## src/hdl/mbdc_pkg.sv

```systemverilog
`timescale 1ns / 1ps

package mbdc_pkg;

    // Sizes
    localparam int SAMPLE_BITS_DEF = 12;
    localparam int SCALE_SHIFT     = 16;
    localparam int CFG_W           = 16;
    localparam int CFG_IDX_W       = 2;

    // Register reset values
    localparam logic [15:0] TICKS_RESET      = 16'd1000;
    localparam logic [2:0]  MODE_HOLD_RESET  = 3'd2;
    localparam logic [2:0]  REPEAT_RESET     = 3'd1;
    localparam logic [15:0] VOLT_SCALE_RESET = 16'd5280;

    // Limits
    localparam logic [2:0] HOLD_MAX  = 3'd7;
    localparam logic [3:0] DIGIT_MAX = 4'd9;
    localparam logic [9:0] VOLT_MAX  = 10'd999;

    typedef enum logic [1:0] {
        CFG_TICKS      = 2'd0,
        CFG_MODE_HOLD  = 2'd1,
        CFG_REPEAT     = 2'd2,
        CFG_VOLT_SCALE = 2'd3
    } cfg_idx_t;

    typedef enum logic [1:0] {
        MODE_STOPWATCH = 2'd0,
        MODE_MANUAL    = 2'd1,
        MODE_VOLT      = 2'd2
    } mode_t;

    typedef enum logic [1:0] {
        DIR_NONE = 2'd0,
        DIR_UP   = 2'd1,
        DIR_DOWN = 2'd2
    } dir_t;

    typedef struct packed {
        logic [15:0] ticks;
        logic [2:0]  mode_hold;
        logic [2:0]  repeat_sec;
        logic [15:0] volt_scale;
    } cfg_t;

    typedef struct packed {
        logic [3:0] hundreds;
        logic [3:0] tens;
        logic [3:0] units;
    } digits_t;

    typedef struct packed {
        logic tick;
        logic reset_btn;
        logic plus_btn;
        logic minus_btn;
    } item_t;

    typedef struct packed {
        digits_t digits;
        mode_t   mode;
    } disp_t;

    // Seven-segment pattern, bit0 A through bit6 G; blank above nine
    function automatic logic [6:0] seg_of(input logic [3:0] d);
        logic [6:0] s;
        unique case (d)
            4'd0:    s = 7'h3F;
            4'd1:    s = 7'h06;
            4'd2:    s = 7'h5B;
            4'd3:    s = 7'h4F;
            4'd4:    s = 7'h66;
            4'd5:    s = 7'h6D;
            4'd6:    s = 7'h7D;
            4'd7:    s = 7'h07;
            4'd8:    s = 7'h7F;
            4'd9:    s = 7'h67;
            default: s = 7'h00;
        endcase
        return s;
    endfunction

    // Increment, 999 wraps to 000
    function automatic digits_t bcd_up(input digits_t d);
        digits_t r;
        r = d;
        if (d.units < DIGIT_MAX) begin
            r.units = d.units + 4'd1;
        end else begin
            r.units = 4'd0;
            if (d.tens < DIGIT_MAX) begin
                r.tens = d.tens + 4'd1;
            end else begin
                r.tens = 4'd0;
                if (d.hundreds < DIGIT_MAX) begin
                    r.hundreds = d.hundreds + 4'd1;
                end else begin
                    r.hundreds = 4'd0;
                end
            end
        end
        return r;
    endfunction

    // Decrement, 000 wraps to 999
    function automatic digits_t bcd_down(input digits_t d);
        digits_t r;
        r = d;
        if (d.units != 4'd0) begin
            r.units = d.units - 4'd1;
        end else begin
            r.units = DIGIT_MAX;
            if (d.tens != 4'd0) begin
                r.tens = d.tens - 4'd1;
            end else begin
                r.tens = DIGIT_MAX;
                if (d.hundreds != 4'd0) begin
                    r.hundreds = d.hundreds - 4'd1;
                end else begin
                    r.hundreds = DIGIT_MAX;
                end
            end
        end
        return r;
    endfunction

    function automatic digits_t bcd_step(input digits_t d, input dir_t dir);
        digits_t r;
        unique case (dir)
            DIR_UP:   r = bcd_up(d);
            DIR_DOWN: r = bcd_down(d);
            default:  r = d;
        endcase
        return r;
    endfunction

    // Plus wins over minus
    function automatic dir_t active_of(input logic plus_btn, input logic minus_btn);
        dir_t r;
        priority if (plus_btn) begin
            r = DIR_UP;
        end else if (minus_btn) begin
            r = DIR_DOWN;
        end else begin
            r = DIR_NONE;
        end
        return r;
    endfunction

endpackage

```

## src/hdl/multimode_bcd_display_counter_core.sv

```systemverilog
`timescale 1ns / 1ps
// Channel   Handshake             Payload
// config    cfg_we                cfg_index, cfg_data
// input     in_valid / in_stall   tick, reset_button, plus_button, minus_button, adc_sample
// output    out_valid / out_stall digits, mode, segment patterns, point_hundreds
//
// One item per cycle sustained while the output is not stalled; a taken item passes
// through the input register (sample times scale multiplier), then through the state
// update into the display registers.
// Reset clears mode, digits and counters; registers return to their defaults.
// A stalled result holds both stages; the input side stalls only when both are full.

module multimode_bcd_display_counter_core
    import mbdc_pkg::*;
#(
    parameter int SAMPLE_BITS = SAMPLE_BITS_DEF
)
(
    input  logic                   clk,
    input  logic                   rst_n,
    input  logic                   cfg_we,
    input  logic [CFG_IDX_W-1:0]   cfg_index,
    input  logic [CFG_W-1:0]       cfg_data,
    input  logic                   in_valid,
    output logic                   in_stall,
    input  logic                   tick,
    input  logic                   reset_button,
    input  logic                   plus_button,
    input  logic                   minus_button,
    input  logic [SAMPLE_BITS-1:0] adc_sample,
    output logic                   out_valid,
    input  logic                   out_stall,
    output logic [3:0]             units_out,
    output logic [3:0]             tens_out,
    output logic [3:0]             hundreds_out,
    output logic [1:0]             mode_out,
    output logic [6:0]             seg_units,
    output logic [6:0]             seg_tens,
    output logic [6:0]             seg_hundreds,
    output logic [6:0]             seg_mode,
    output logic                   point_hundreds
);

    localparam int PW = SAMPLE_BITS + SCALE_SHIFT;

    cfg_t          cfg;
    logic          take;
    logic          item_vld;
    item_t         item;
    logic [PW-1:0] product;
    digits_t       volt_digits;
    disp_t         disp;

    mbdc_cfg_regs u_cfg (
        .clk       (clk),
        .rst_n     (rst_n),
        .cfg_we    (cfg_we),
        .cfg_index (cfg_index),
        .cfg_data  (cfg_data),
        .cfg       (cfg)
    );

    mbdc_in_stage #(
        .SAMPLE_BITS (SAMPLE_BITS)
    ) u_in (
        .clk          (clk),
        .rst_n        (rst_n),
        .in_valid     (in_valid),
        .in_stall     (in_stall),
        .tick         (tick),
        .reset_button (reset_button),
        .plus_button  (plus_button),
        .minus_button (minus_button),
        .adc_sample   (adc_sample),
        .volt_scale   (cfg.volt_scale),
        .take         (take),
        .item_vld     (item_vld),
        .item         (item),
        .product      (product)
    );

    mbdc_volt #(
        .SAMPLE_BITS (SAMPLE_BITS)
    ) u_volt (
        .product (product),
        .digits  (volt_digits)
    );

    mbdc_core u_core (
        .clk         (clk),
        .rst_n       (rst_n),
        .cfg         (cfg),
        .item_vld    (item_vld),
        .item        (item),
        .volt_digits (volt_digits),
        .take        (take),
        .out_valid   (out_valid),
        .out_stall   (out_stall),
        .disp        (disp)
    );

    // Drive digits, mode, their segment patterns and the hundreds point
    assign units_out      = disp.digits.units;
    assign tens_out       = disp.digits.tens;
    assign hundreds_out   = disp.digits.hundreds;
    assign mode_out       = disp.mode;
    assign seg_units      = seg_of(disp.digits.units);
    assign seg_tens       = seg_of(disp.digits.tens);
    assign seg_hundreds   = seg_of(disp.digits.hundreds);
    assign seg_mode       = seg_of({2'b00, disp.mode});
    assign point_hundreds = (disp.mode == MODE_VOLT);

endmodule

```

## src/hdl/mbdc_cfg_regs.sv

```systemverilog
`timescale 1ns / 1ps

module mbdc_cfg_regs
    import mbdc_pkg::*;
(
    input  logic                 clk,
    input  logic                 rst_n,
    input  logic                 cfg_we,
    input  logic [CFG_IDX_W-1:0] cfg_index,
    input  logic [CFG_W-1:0]     cfg_data,
    output cfg_t                 cfg
);

    cfg_t cfg_reg;
    cfg_t cfg_next;

    // Decode the write
    always_comb
    begin
        cfg_next = cfg_reg;
        if (cfg_we)
        begin
            unique case (cfg_idx_t'(cfg_index))
                CFG_TICKS:      cfg_next.ticks      = cfg_data;
                CFG_MODE_HOLD:  cfg_next.mode_hold  = cfg_data[2:0];
                CFG_REPEAT:     cfg_next.repeat_sec = cfg_data[2:0];
                CFG_VOLT_SCALE: cfg_next.volt_scale = cfg_data;
                default:        cfg_next = cfg_reg;
            endcase
        end
    end

    always_ff @(posedge clk or negedge rst_n)
    begin
        if (!rst_n)
        begin
            cfg_reg.ticks      <= TICKS_RESET;
            cfg_reg.mode_hold  <= MODE_HOLD_RESET;
            cfg_reg.repeat_sec <= REPEAT_RESET;
            cfg_reg.volt_scale <= VOLT_SCALE_RESET;
        end
        else
        begin
            cfg_reg <= cfg_next;
        end
    end

    assign cfg = cfg_reg;

endmodule

```

## src/hdl/mbdc_in_stage.sv

```systemverilog
`timescale 1ns / 1ps

module mbdc_in_stage
    import mbdc_pkg::*;
#(
    parameter int SAMPLE_BITS = SAMPLE_BITS_DEF
)
(
    input  logic                          clk,
    input  logic                          rst_n,
    input  logic                          in_valid,
    output logic                          in_stall,
    input  logic                          tick,
    input  logic                          reset_button,
    input  logic                          plus_button,
    input  logic                          minus_button,
    input  logic [SAMPLE_BITS-1:0]        adc_sample,
    input  logic [15:0]                   volt_scale,
    input  logic                          take,
    output logic                          item_vld,
    output item_t                         item,
    output logic [SAMPLE_BITS+SCALE_SHIFT-1:0] product
);

    localparam int PW = SAMPLE_BITS + SCALE_SHIFT;

    logic          vld_reg;
    logic          vld_next;
    logic          load;
    item_t         item_reg;
    logic [PW-1:0] product_reg;
    logic [PW-1:0] product_next;

    // Hold while the core cannot take the item
    assign in_stall = vld_reg && !take;
    assign load     = in_valid && !in_stall;

    always_comb
    begin
        priority if (load)
        begin
            vld_next = 1'b1;
        end
        else if (take)
        begin
            vld_next = 1'b0;
        end
        else
        begin
            vld_next = vld_reg;
        end
    end

    // Scale the sample on the way in
    assign product_next = PW'(adc_sample) * PW'(volt_scale);

    always_ff @(posedge clk or negedge rst_n)
    begin
        if (!rst_n)
        begin
            vld_reg <= 1'b0;
        end
        else
        begin
            vld_reg <= vld_next;
        end
    end

    always_ff @(posedge clk)
    begin
        if (load)
        begin
            item_reg    <= '{tick: tick, reset_btn: reset_button,
                             plus_btn: plus_button, minus_btn: minus_button};
            product_reg <= product_next;
        end
    end

    assign item_vld = vld_reg;
    assign item     = item_reg;
    assign product  = product_reg;

endmodule

```

## src/hdl/mbdc_volt.sv

```systemverilog
`timescale 1ns / 1ps

module mbdc_volt
    import mbdc_pkg::*;
#(
    parameter int SAMPLE_BITS = SAMPLE_BITS_DEF
)
(
    input  logic [SAMPLE_BITS+SCALE_SHIFT-1:0] product,
    output digits_t                            digits
);

    localparam int PW = SAMPLE_BITS + SCALE_SHIFT;

    logic [SAMPLE_BITS-1:0] volts;
    logic [9:0]             val;
    logic [9:0]             rem_h;
    logic [9:0]             rem_t;
    logic [3:0]             hund;
    logic [3:0]             tens;

    assign volts = product[PW-1:SCALE_SHIFT];

    // Saturate at 999, then split into decimal digits by constant compares
    always_comb
    begin
        if (17'(volts) > 17'(VOLT_MAX))
        begin
            val = VOLT_MAX;
        end
        else
        begin
            val = 10'(volts);
        end

        hund  = 4'd0;
        rem_h = val;
        for (int k = 1; k <= 9; k++)
        begin
            if (val >= 10'(k * 100))
            begin
                hund  = 4'(k);
                rem_h = val - 10'(k * 100);
            end
        end

        tens  = 4'd0;
        rem_t = rem_h;
        for (int k = 1; k <= 9; k++)
        begin
            if (rem_h >= 10'(k * 10))
            begin
                tens  = 4'(k);
                rem_t = rem_h - 10'(k * 10);
            end
        end

        digits.hundreds = hund;
        digits.tens     = tens;
        digits.units    = rem_t[3:0];
    end

endmodule

```

## src/hdl/mbdc_core.sv

```systemverilog
`timescale 1ns / 1ps

module mbdc_core
    import mbdc_pkg::*;
(
    input  logic    clk,
    input  logic    rst_n,
    input  cfg_t    cfg,
    input  logic    item_vld,
    input  item_t   item,
    input  digits_t volt_digits,
    output logic    take,
    output logic    out_valid,
    input  logic    out_stall,
    output disp_t   disp
);

    logic [15:0] sub_reg;
    logic [15:0] sub_next;
    logic [2:0]  hold_reg;
    logic [2:0]  hold_next;
    digits_t     digits_reg;
    digits_t     digits_next;
    mode_t       mode_reg;
    mode_t       mode_next;
    logic [2:0]  hist_reg;
    logic [2:0]  hist_next;
    logic        out_vld_reg;
    logic        out_vld_next;

    logic        prev_rb;
    dir_t        a_prev;
    dir_t        a_now;
    logic        clr;
    logic [15:0] sub0;
    logic [2:0]  hold0;
    logic [15:0] sub_inc;
    logic [15:0] sub_cnt;
    logic        sec;
    logic [2:0]  hold_inc;
    digits_t     d1;
    mode_t       mode_adv;

    // Take an item when the result register is free or being emptied
    assign take = item_vld && (!out_vld_reg || !out_stall);

    always_comb
    begin
        priority if (take)
        begin
            out_vld_next = 1'b1;
        end
        else if (!out_stall)
        begin
            out_vld_next = 1'b0;
        end
        else
        begin
            out_vld_next = out_vld_reg;
        end
    end

    // Shared pieces: press/release edges, second count, hold count, release step, next mode
    always_comb
    begin
        prev_rb = hist_reg[0];
        a_prev  = active_of(hist_reg[1], hist_reg[2]);
        a_now   = active_of(item.plus_btn, item.minus_btn);

        if (item.reset_btn)
        begin
            clr = !prev_rb;
        end
        else
        begin
            clr = prev_rb || (mode_reg == MODE_MANUAL && a_prev != a_now);
        end

        sub0     = clr ? 16'd0 : sub_reg;
        hold0    = clr ? 3'd0 : hold_reg;
        sub_inc  = sub0 + 16'd1;
        sec      = item.tick && (sub_inc >= cfg.ticks);
        sub_cnt  = item.tick ? (sec ? 16'd0 : sub_inc) : sub0;
        hold_inc = (hold0 == HOLD_MAX) ? HOLD_MAX : hold0 + 3'd1;
        d1       = (a_prev != a_now) ? bcd_step(digits_reg, a_prev) : digits_reg;

        unique case (mode_reg)
            MODE_STOPWATCH: mode_adv = MODE_MANUAL;
            MODE_MANUAL:    mode_adv = MODE_VOLT;
            default:        mode_adv = MODE_STOPWATCH;
        endcase
    end

    // Next state for one item
    always_comb
    begin
        sub_next    = sub_reg;
        hold_next   = hold_reg;
        digits_next = digits_reg;
        mode_next   = mode_reg;
        hist_next   = hist_reg;

        if (take)
        begin
            hist_next = {item.minus_btn, item.plus_btn, item.reset_btn};
            if (item.reset_btn)
            begin
                // Hold the digits at zero, count the hold towards a mode step
                digits_next = '0;
                sub_next    = sub_cnt;
                hold_next   = hold0;
                if (sec)
                begin
                    if (hold_inc >= cfg.mode_hold)
                    begin
                        mode_next = mode_adv;
                        hold_next = 3'd0;
                    end
                    else
                    begin
                        hold_next = hold_inc;
                    end
                end
            end
            else
            begin
                unique case (mode_reg)
                    MODE_STOPWATCH:
                    begin
                        sub_next  = sub_cnt;
                        hold_next = hold0;
                        if (sec)
                        begin
                            digits_next = bcd_up(digits_reg);
                        end
                    end
                    MODE_MANUAL:
                    begin
                        digits_next = d1;
                        if (a_now == DIR_NONE)
                        begin
                            sub_next  = 16'd0;
                            hold_next = 3'd0;
                        end
                        else
                        begin
                            sub_next  = sub_cnt;
                            hold_next = hold0;
                            if (sec)
                            begin
                                if (hold_inc >= cfg.repeat_sec)
                                begin
                                    digits_next = bcd_step(d1, a_now);
                                    hold_next   = 3'd0;
                                end
                                else
                                begin
                                    hold_next = hold_inc;
                                end
                            end
                        end
                    end
                    default:
                    begin
                        // Voltmeter: counters hold apart from the release clear
                        sub_next    = sub0;
                        hold_next   = hold0;
                        digits_next = volt_digits;
                    end
                endcase
            end
        end
    end

    always_ff @(posedge clk or negedge rst_n)
    begin
        if (!rst_n)
        begin
            sub_reg     <= '0;
            hold_reg    <= '0;
            digits_reg  <= '0;
            mode_reg    <= MODE_STOPWATCH;
            hist_reg    <= '0;
            out_vld_reg <= 1'b0;
        end
        else
        begin
            sub_reg     <= sub_next;
            hold_reg    <= hold_next;
            digits_reg  <= digits_next;
            mode_reg    <= mode_next;
            hist_reg    <= hist_next;
            out_vld_reg <= out_vld_next;
        end
    end

    // State moves only with the result, so it doubles as the result register
    assign out_valid   = out_vld_reg;
    assign disp.digits = digits_reg;
    assign disp.mode   = mode_reg;

endmodule
```

## config.mk

```make
export PLATFORM = sky130hd
export DESIGN_NAME = multimode_bcd_display_counter_core
export DESIGN_NICKNAME = d
export VERILOG_FILES = /design/src/hdl/mbdc_pkg.sv /design/src/hdl/multimode_bcd_display_counter_core.sv /design/src/hdl/mbdc_cfg_regs.sv /design/src/hdl/mbdc_in_stage.sv /design/src/hdl/mbdc_volt.sv /design/src/hdl/mbdc_core.sv
export SDC_FILE = /design/constraint.sdc
export NUM_CORES = 1
export LEC_CHECK = 0
export BUFFER_PORTS_ARGS = -buffer_cell sky130_fd_sc_hd__buf_2
export CORE_ASPECT_RATIO = 1.25
export CORE_MARGIN = 2
export CORE_UTILIZATION = 50
export CTS_BUF_LIST = sky130_fd_sc_hd__clkbuf_8
export CTS_CLUSTER_DIAMETER = 30
export DETAILED_ROUTE_END_ITERATION = 6
export PLACE_DENSITY = 0.64
export SYNTH_ARGS = -nofsm -noshare
export SYNTH_HDL_FRONTEND = slang
export SYNTH_SLANG_ARGS = --single-unit
```

## constraint.sdc

```tcl
create_clock -name clk -period 9.6 [get_ports clk]
set_clock_uncertainty 0.15 [all_clocks]
set_input_delay 1.92 -clock clk [delete_from_list [all_inputs] [get_ports clk]]
set_output_delay 1.92 -clock clk [all_outputs]
set_load 0.1 [all_outputs]
```

==> results.toml, run 1 <==
[clocking]
cts_buffers = 9
cts_setup_buffers = 0
cts_root_buf = "clkbuf_8"
worstSkewPairLatency_ns = 0.38
clk_pin_slew_worst_paths_ns = 0.10
cts_hold_buf = 0
cts.sinks = 92
htreeDepth = 3
clk_path_buf_depth = 2
cts_tree = "built"
ctsResizeCount = 0

[synthesis]
syn_nets = 2095
postSynthCellCount = 1784
async_reset_ff_share_pct = 82.6
synth_top_cells_by_count = "nand2_1, inv_1, fa_1"
ys_types = 100
yosys.cell_count.top_type = "nand2_1"
ys_seq_area_share_pct = 16.4
ys_seq_elements = 92
yosysWarnings = 0
avgSynthCellArea_sq_um = 8.21
synth_area_leaders = "fa_1, ha_1, dfrtp_1, nand2_1, inv_1"
synth-edff-count = 16
synth_area_leader_cell = "fa_1"
synth.top_cell.area_share_pct = 19.0
synth-main-ff-cell = "dfrtp_1"
synthesis.area_sq_um = 14600

[die]
boundaryPins = 84
die_y_microns = 195
coreArea_sq_um = 29100
initial_utilization_pct = 50.3
dieArea_sq_um = 30700
rows = 70
die_x_microns = 157

[sta]
final-max-slew-violation-count = 0
tightestPinTransition_ns = 1.03
rsz0062_at_grt = "false"
maxSlewHeadroom_pct = 30.9
clock.fmax_ghz = 0.124
finalHoldViolCount = 0
setup_tns_ns = 0
fin_crit_sh_pct = 84.2
min_period_ns = 8.08
finalSetupViolCount = 0

[setup_path]
reg2reg_from = "u_core.hist_reg[1]$_DFFE_PN0P_"
rr_endpoint = "u_core.disp[4]$_DFFE_PN0P_"
critical_path_required_ns = 9.58
crit_type = "primary input to register"
crit_path_start_kind = "primary input"
r2r_slack_ns = 2.33
crit_end = "u_in.product[27]$_DFFE_PP_"
cp.arrival_ns = 8.06
reg2regPathDepth = 24
worstSetupStartpoint = "adc_sample[5]"
crit_fanout = 16
critPathCaptureType = "register"

[run]
cap_violations = 0

[cells_and_area]
area_growth_pct = 5.49
nets = 2108
largest_reg_flops = 38
diodes = 0
final_layout_size_suffix_gt1_share_pct = 10.5

[route]
vias_per_cell = 5.92
drtAntennaViolNets = 0
firstDrtPassIters = 6
num_vias = 13000
drt_iter0_drc = 1141
finalWirelength_microns = 40400
wl_per_cell_microns = 18.4
drc = 0

[place]
portBuffers = 82
place_hpwl_microns = 31300
gp_congestion = 0.968

[global_route]
grt_pass1_wl_microns = 66300
grt-ovfl-total = 0
antenna_found_initial = 0
grt_max_degree = 77
grtUsageTotal_pct = 26.8
grt_pass1_vias = 12800

[run_status]
status = "complete, no violations"

[min_path]
hp-class = "register to register"
[layout make-up]
cell class	count	area [sq um]
fill	2850	13600
timing repair buffer	94	503
clock buffer	9	124
clock inverter	7	80.1
sequential	92	2400
tap	396	495
inverter	205	769
multi-input combinational	1395	11100
[how the worst min path moves through the flow]
| stage | end | cells past startpoint | from | slack [ns] |
|---|---|---|---|---|
| 6_report | u_core.hold_reg[0]$_DFFE_PN0P_ | 2 | u_core.hold_reg[0]$_DFFE_PN0P_ | 0.34 |
| 5_1_grt | u_core.hold_reg[0]$_DFFE_PN0P_ | 2 | u_core.hold_reg[0]$_DFFE_PN0P_ | 0.38 |
| 4_1_cts | u_core.hold_reg[0]$_DFFE_PN0P_ | 2 | u_core.hold_reg[0]$_DFFE_PN0P_ | 0.35 |
| 3_5_place_dp | u_core.hold_reg[0]$_DFFE_PN0P_ | 2 | u_core.hold_reg[0]$_DFFE_PN0P_ | 0.32 |
| 3_3_place_gp | u_core.hold_reg[1]$_DFFE_PN0P_ | 2 | u_core.hold_reg[1]$_DFFE_PN0P_ | 0.31 |
| 2_1_floorplan | u_core.hold_reg[1]$_DFFE_PN0P_ | 2 | u_core.hold_reg[1]$_DFFE_PN0P_ | 0.29 |
[stage by stage]
step	hold slack [ns]	cells	worst slack [ns]	util (%)	instance area [sq um]
after CTS	0.346	2198	1.55	53.1	15400
after detailed placement	0.322	2182	1.13	52.4	15200
after global routing	0.381	2198	1.08	53.1	15400
after floorplan	0.292	1784	1.66	-	14600
final	0.338	2198	1.52	53.1	15400
after global placement	0.309	2182	1.21	52.4	15200
[worst max-delay path, stage by stage]
cell and delay (ns):
buf_2 0.31, nand2_1 0.14, fa_1 0.55, inv_1 0.05, fa_1 0.41, fa_1 0.57
fa_1 0.46, fa_1 0.50, ha_1 0.33, a21o_1 0.18, a2111oi_0 0.40, nand2_1 0.14
a211oi_1 0.29, o31a_1 0.24, o21ai_0 0.21, o211a_1 0.29, o21a_1 0.18, o21a_1 0.21
o41ai_1 0.42, o21bai_1 0.13, xnor2_1 0.13
[cell usage in the layout (no fill, tap or decap), types with 10 or more instances in the layout]
cell	instances
nand2_1	258
a21oi_1	83
nor3_1	31
o21ai_0	108
mux2_2	24
ha_1	133
o31ai_1	10
nand3_1	32
buf_2	81
a211oi_1	21
a21o_1	22
nand4_1	15
a31oi_1	18
xnor2_1	29
nand2b_1	19
and3_1	12
o211ai_1	24
dfrtp_1	64
o22ai_1	10
dfstp_2	12
edfxtp_1	16
and2_1	72
buf_4	13
or3_1	13
a22o_1	20
fa_1	139
inv_1	199
nor2_1	100
nor4_1	10
[logic make-up after synthesis]
family | count (synthesis) | synth area share, %
compound gates | 431 | 20.1
buf+inv | 297 | 8.05
other cells | 1 | 0.0256
mux | 32 | 2.39
flops | 92 | 16.4
simple gates | 623 | 20.5
xor+xnor | 36 | 2.15
fa+ha+maj | 272 | 30.4
[metal layers]
metal | global-route usage (%) | vias up | share of wire [%]
met5 | 0 | - | 0
met4 | 9.39 | 0 | 3.4
met3 | 2.69 | 87 | 4.6
met2 | 46.5 | 453 | 50
met1 | 34.6 | 6316 | 42
li1 | - | 6162 | -
Power of run 1 is left out: the tool's default activity adds up to more than one toggle a clock period on the data nets, which glitch-free logic cannot reach.
==> run 2: changes to the inputs <==
Clock period 9.6 ns to 7.98 ns, I/O delays scaled along.
==> results.toml, run 2 (synthesis results as in run 1) <==
[route]
vias_per_cell = 5.90
drtAntennaViolNets = 0
finalWirelength_microns = 41000
drc = 5
num_vias = 13200
drt_iter0_drc = 1112
wl_per_cell_microns = 18.3
firstDrtPassIters = 7

[run_status]
violations = "DRC"
status = "finished with violations"

[clocking]
ctsResizeCount = 0
clk_path_buf_depth = 2
worstSkewPairLatency_ns = 0.39
cts_root_buf = "clkbuf_8"
cts_tree = "built"
htreeDepth = 3
cts.sinks = 92
cts_buffers = 9
cts_hold_buf = 0
clk_pin_slew_worst_paths_ns = 0.10
cts_setup_buffers = 0

[setup_path]
crit_type = "primary input to register"
cp.arrival_ns = 7.48
critPathCaptureType = "register"
critical_path_required_ns = 7.97
crit_path_start_kind = "primary input"
crit_fanout = 9

[die]
boundaryPins = 84
dieArea_sq_um = 30700
rows = 70
die_y_microns = 195
coreArea_sq_um = 29100
die_x_microns = 157
initial_utilization_pct = 50.3

[cells_and_area]
diodes = 0
layout_commonest_cell = "nand2_1"
fin_cells = 2237
area_growth_pct = 7.41
final_layout_size_suffix_gt1_share_pct = 12.4
nets = 2147
fillers = 2844
register_area_sq_um = 2400
layout_common_cells = "nand2_1, inv_1, fa_1"
multiInputGateArea_sq_um = 11100
largest_reg_flops = 38

[place]
gp_congestion = 0.964
dp_cells = 2221
place_hpwl_microns = 32400
portBuffers = 82

[sta]
setup_tns_ns = 0
fin_crit_sh_pct = 93.8
final-max-slew-violation-count = 0
finalHoldViolCount = 0
rsz0062_at_grt = "false"
maxSlewHeadroom_pct = 31.9
tightestPinTransition_ns = 1.02
finalSetupViolCount = 0
clock.fmax_ghz = 0.134
min_period_ns = 7.48

[global_route]
grt_pass1_vias = 13100
grtUsageTotal_pct = 27.4
grt-ovfl-total = 0
antenna_found_initial = 0
grt_pass1_wl_microns = 67700
grt_max_degree = 63

[min_path]
hp-class = "register to register"

[run]
cap_violations = 0
run 2: changes by cell type in the layout (fill, tap and decap cells not counted):
cell	previous run	this run
buf_12	0	1
bufinv_16	1	0
buf_4	13	51
clkinv_2	0	2
inv_1	199	198
run 2: final cells by class:
class	count	share of cell area [%]
sequential	92	15.2
timing repair buffer	133	5.14
tap	396	3.15
clock inverter	7	0.358
clock buffer	9	0.788
multi-input combinational	1395	70.4
inverter	205	4.89
run 2: worst max-delay path, stage by stage:
cell and delay (ns):
buf_2 0.18, buf_4 0.19, nand2_1 0.08, fa_1 0.53, fa_1 0.51, inv_1 0.05
fa_1 0.48, inv_1 0.06, fa_1 0.52, inv_1 0.05, fa_1 0.47, ha_1 0.22
a2111oi_0 0.35, nand2_1 0.16, a211oi_1 0.29, o31a_1 0.20, o21ai_0 0.23, o211a_1 0.30
o21a_1 0.19, o21a_1 0.21, o41ai_1 0.35, o21bai_1 0.13, xnor2_1 0.13
run 2: per-stage QoR:
stage,hold slack (ns),instance area (sq um),worst slack [ns],utilization [%]
2_1_floorplan,0.292,14600,0.360,-
3_3_place_gp,0.309,15500,0.109,53.5
3_5_place_dp,0.326,15500,0.0949,53.5
4_1_cts,0.348,15700,0.516,54.1
5_1_grt,0.383,15700,0.0266,54.1
6_report,0.348,15700,0.496,54.1
run 2: path summary, 6_finish.rpt:
kind	end	from	depth (start not counted)	slack (ns)
hold reg to reg	u_core.hold_reg[0]$_DFFE_PN0P_	u_core.hold_reg[0]$_DFFE_PN0P_	2	0.35
setup / recovery	u_in.product[27]$_DFFE_PP_	adc_sample[5]	23	0.50
hold / removal	u_core.hold_reg[0]$_DFFE_PN0P_	u_core.hold_reg[0]$_DFFE_PN0P_	2	0.35
max in group asynchronous	u_cfg.cfg[6]$_DFFE_PN0P_	rst_n	2	5.73
min in group asynchronous	u_core.disp[10]$_DFFE_PN0P_	rst_n	1	0.90
setup reg to reg	u_core.disp[4]$_DFFE_PN0P_	u_core.hist_reg[2]$_DFFE_PN0P_	24	1.10
run 2: layer usage:
metal	GRT usage, %	share of wire [%]	wire (microns)
met3	3.22	4.0	1620
met1	34.8	42	17200
met4	10.0	3.8	1570
met5	0	0	0
met2	48.0	50	20600
Power of run 2 is left out for the same reason.
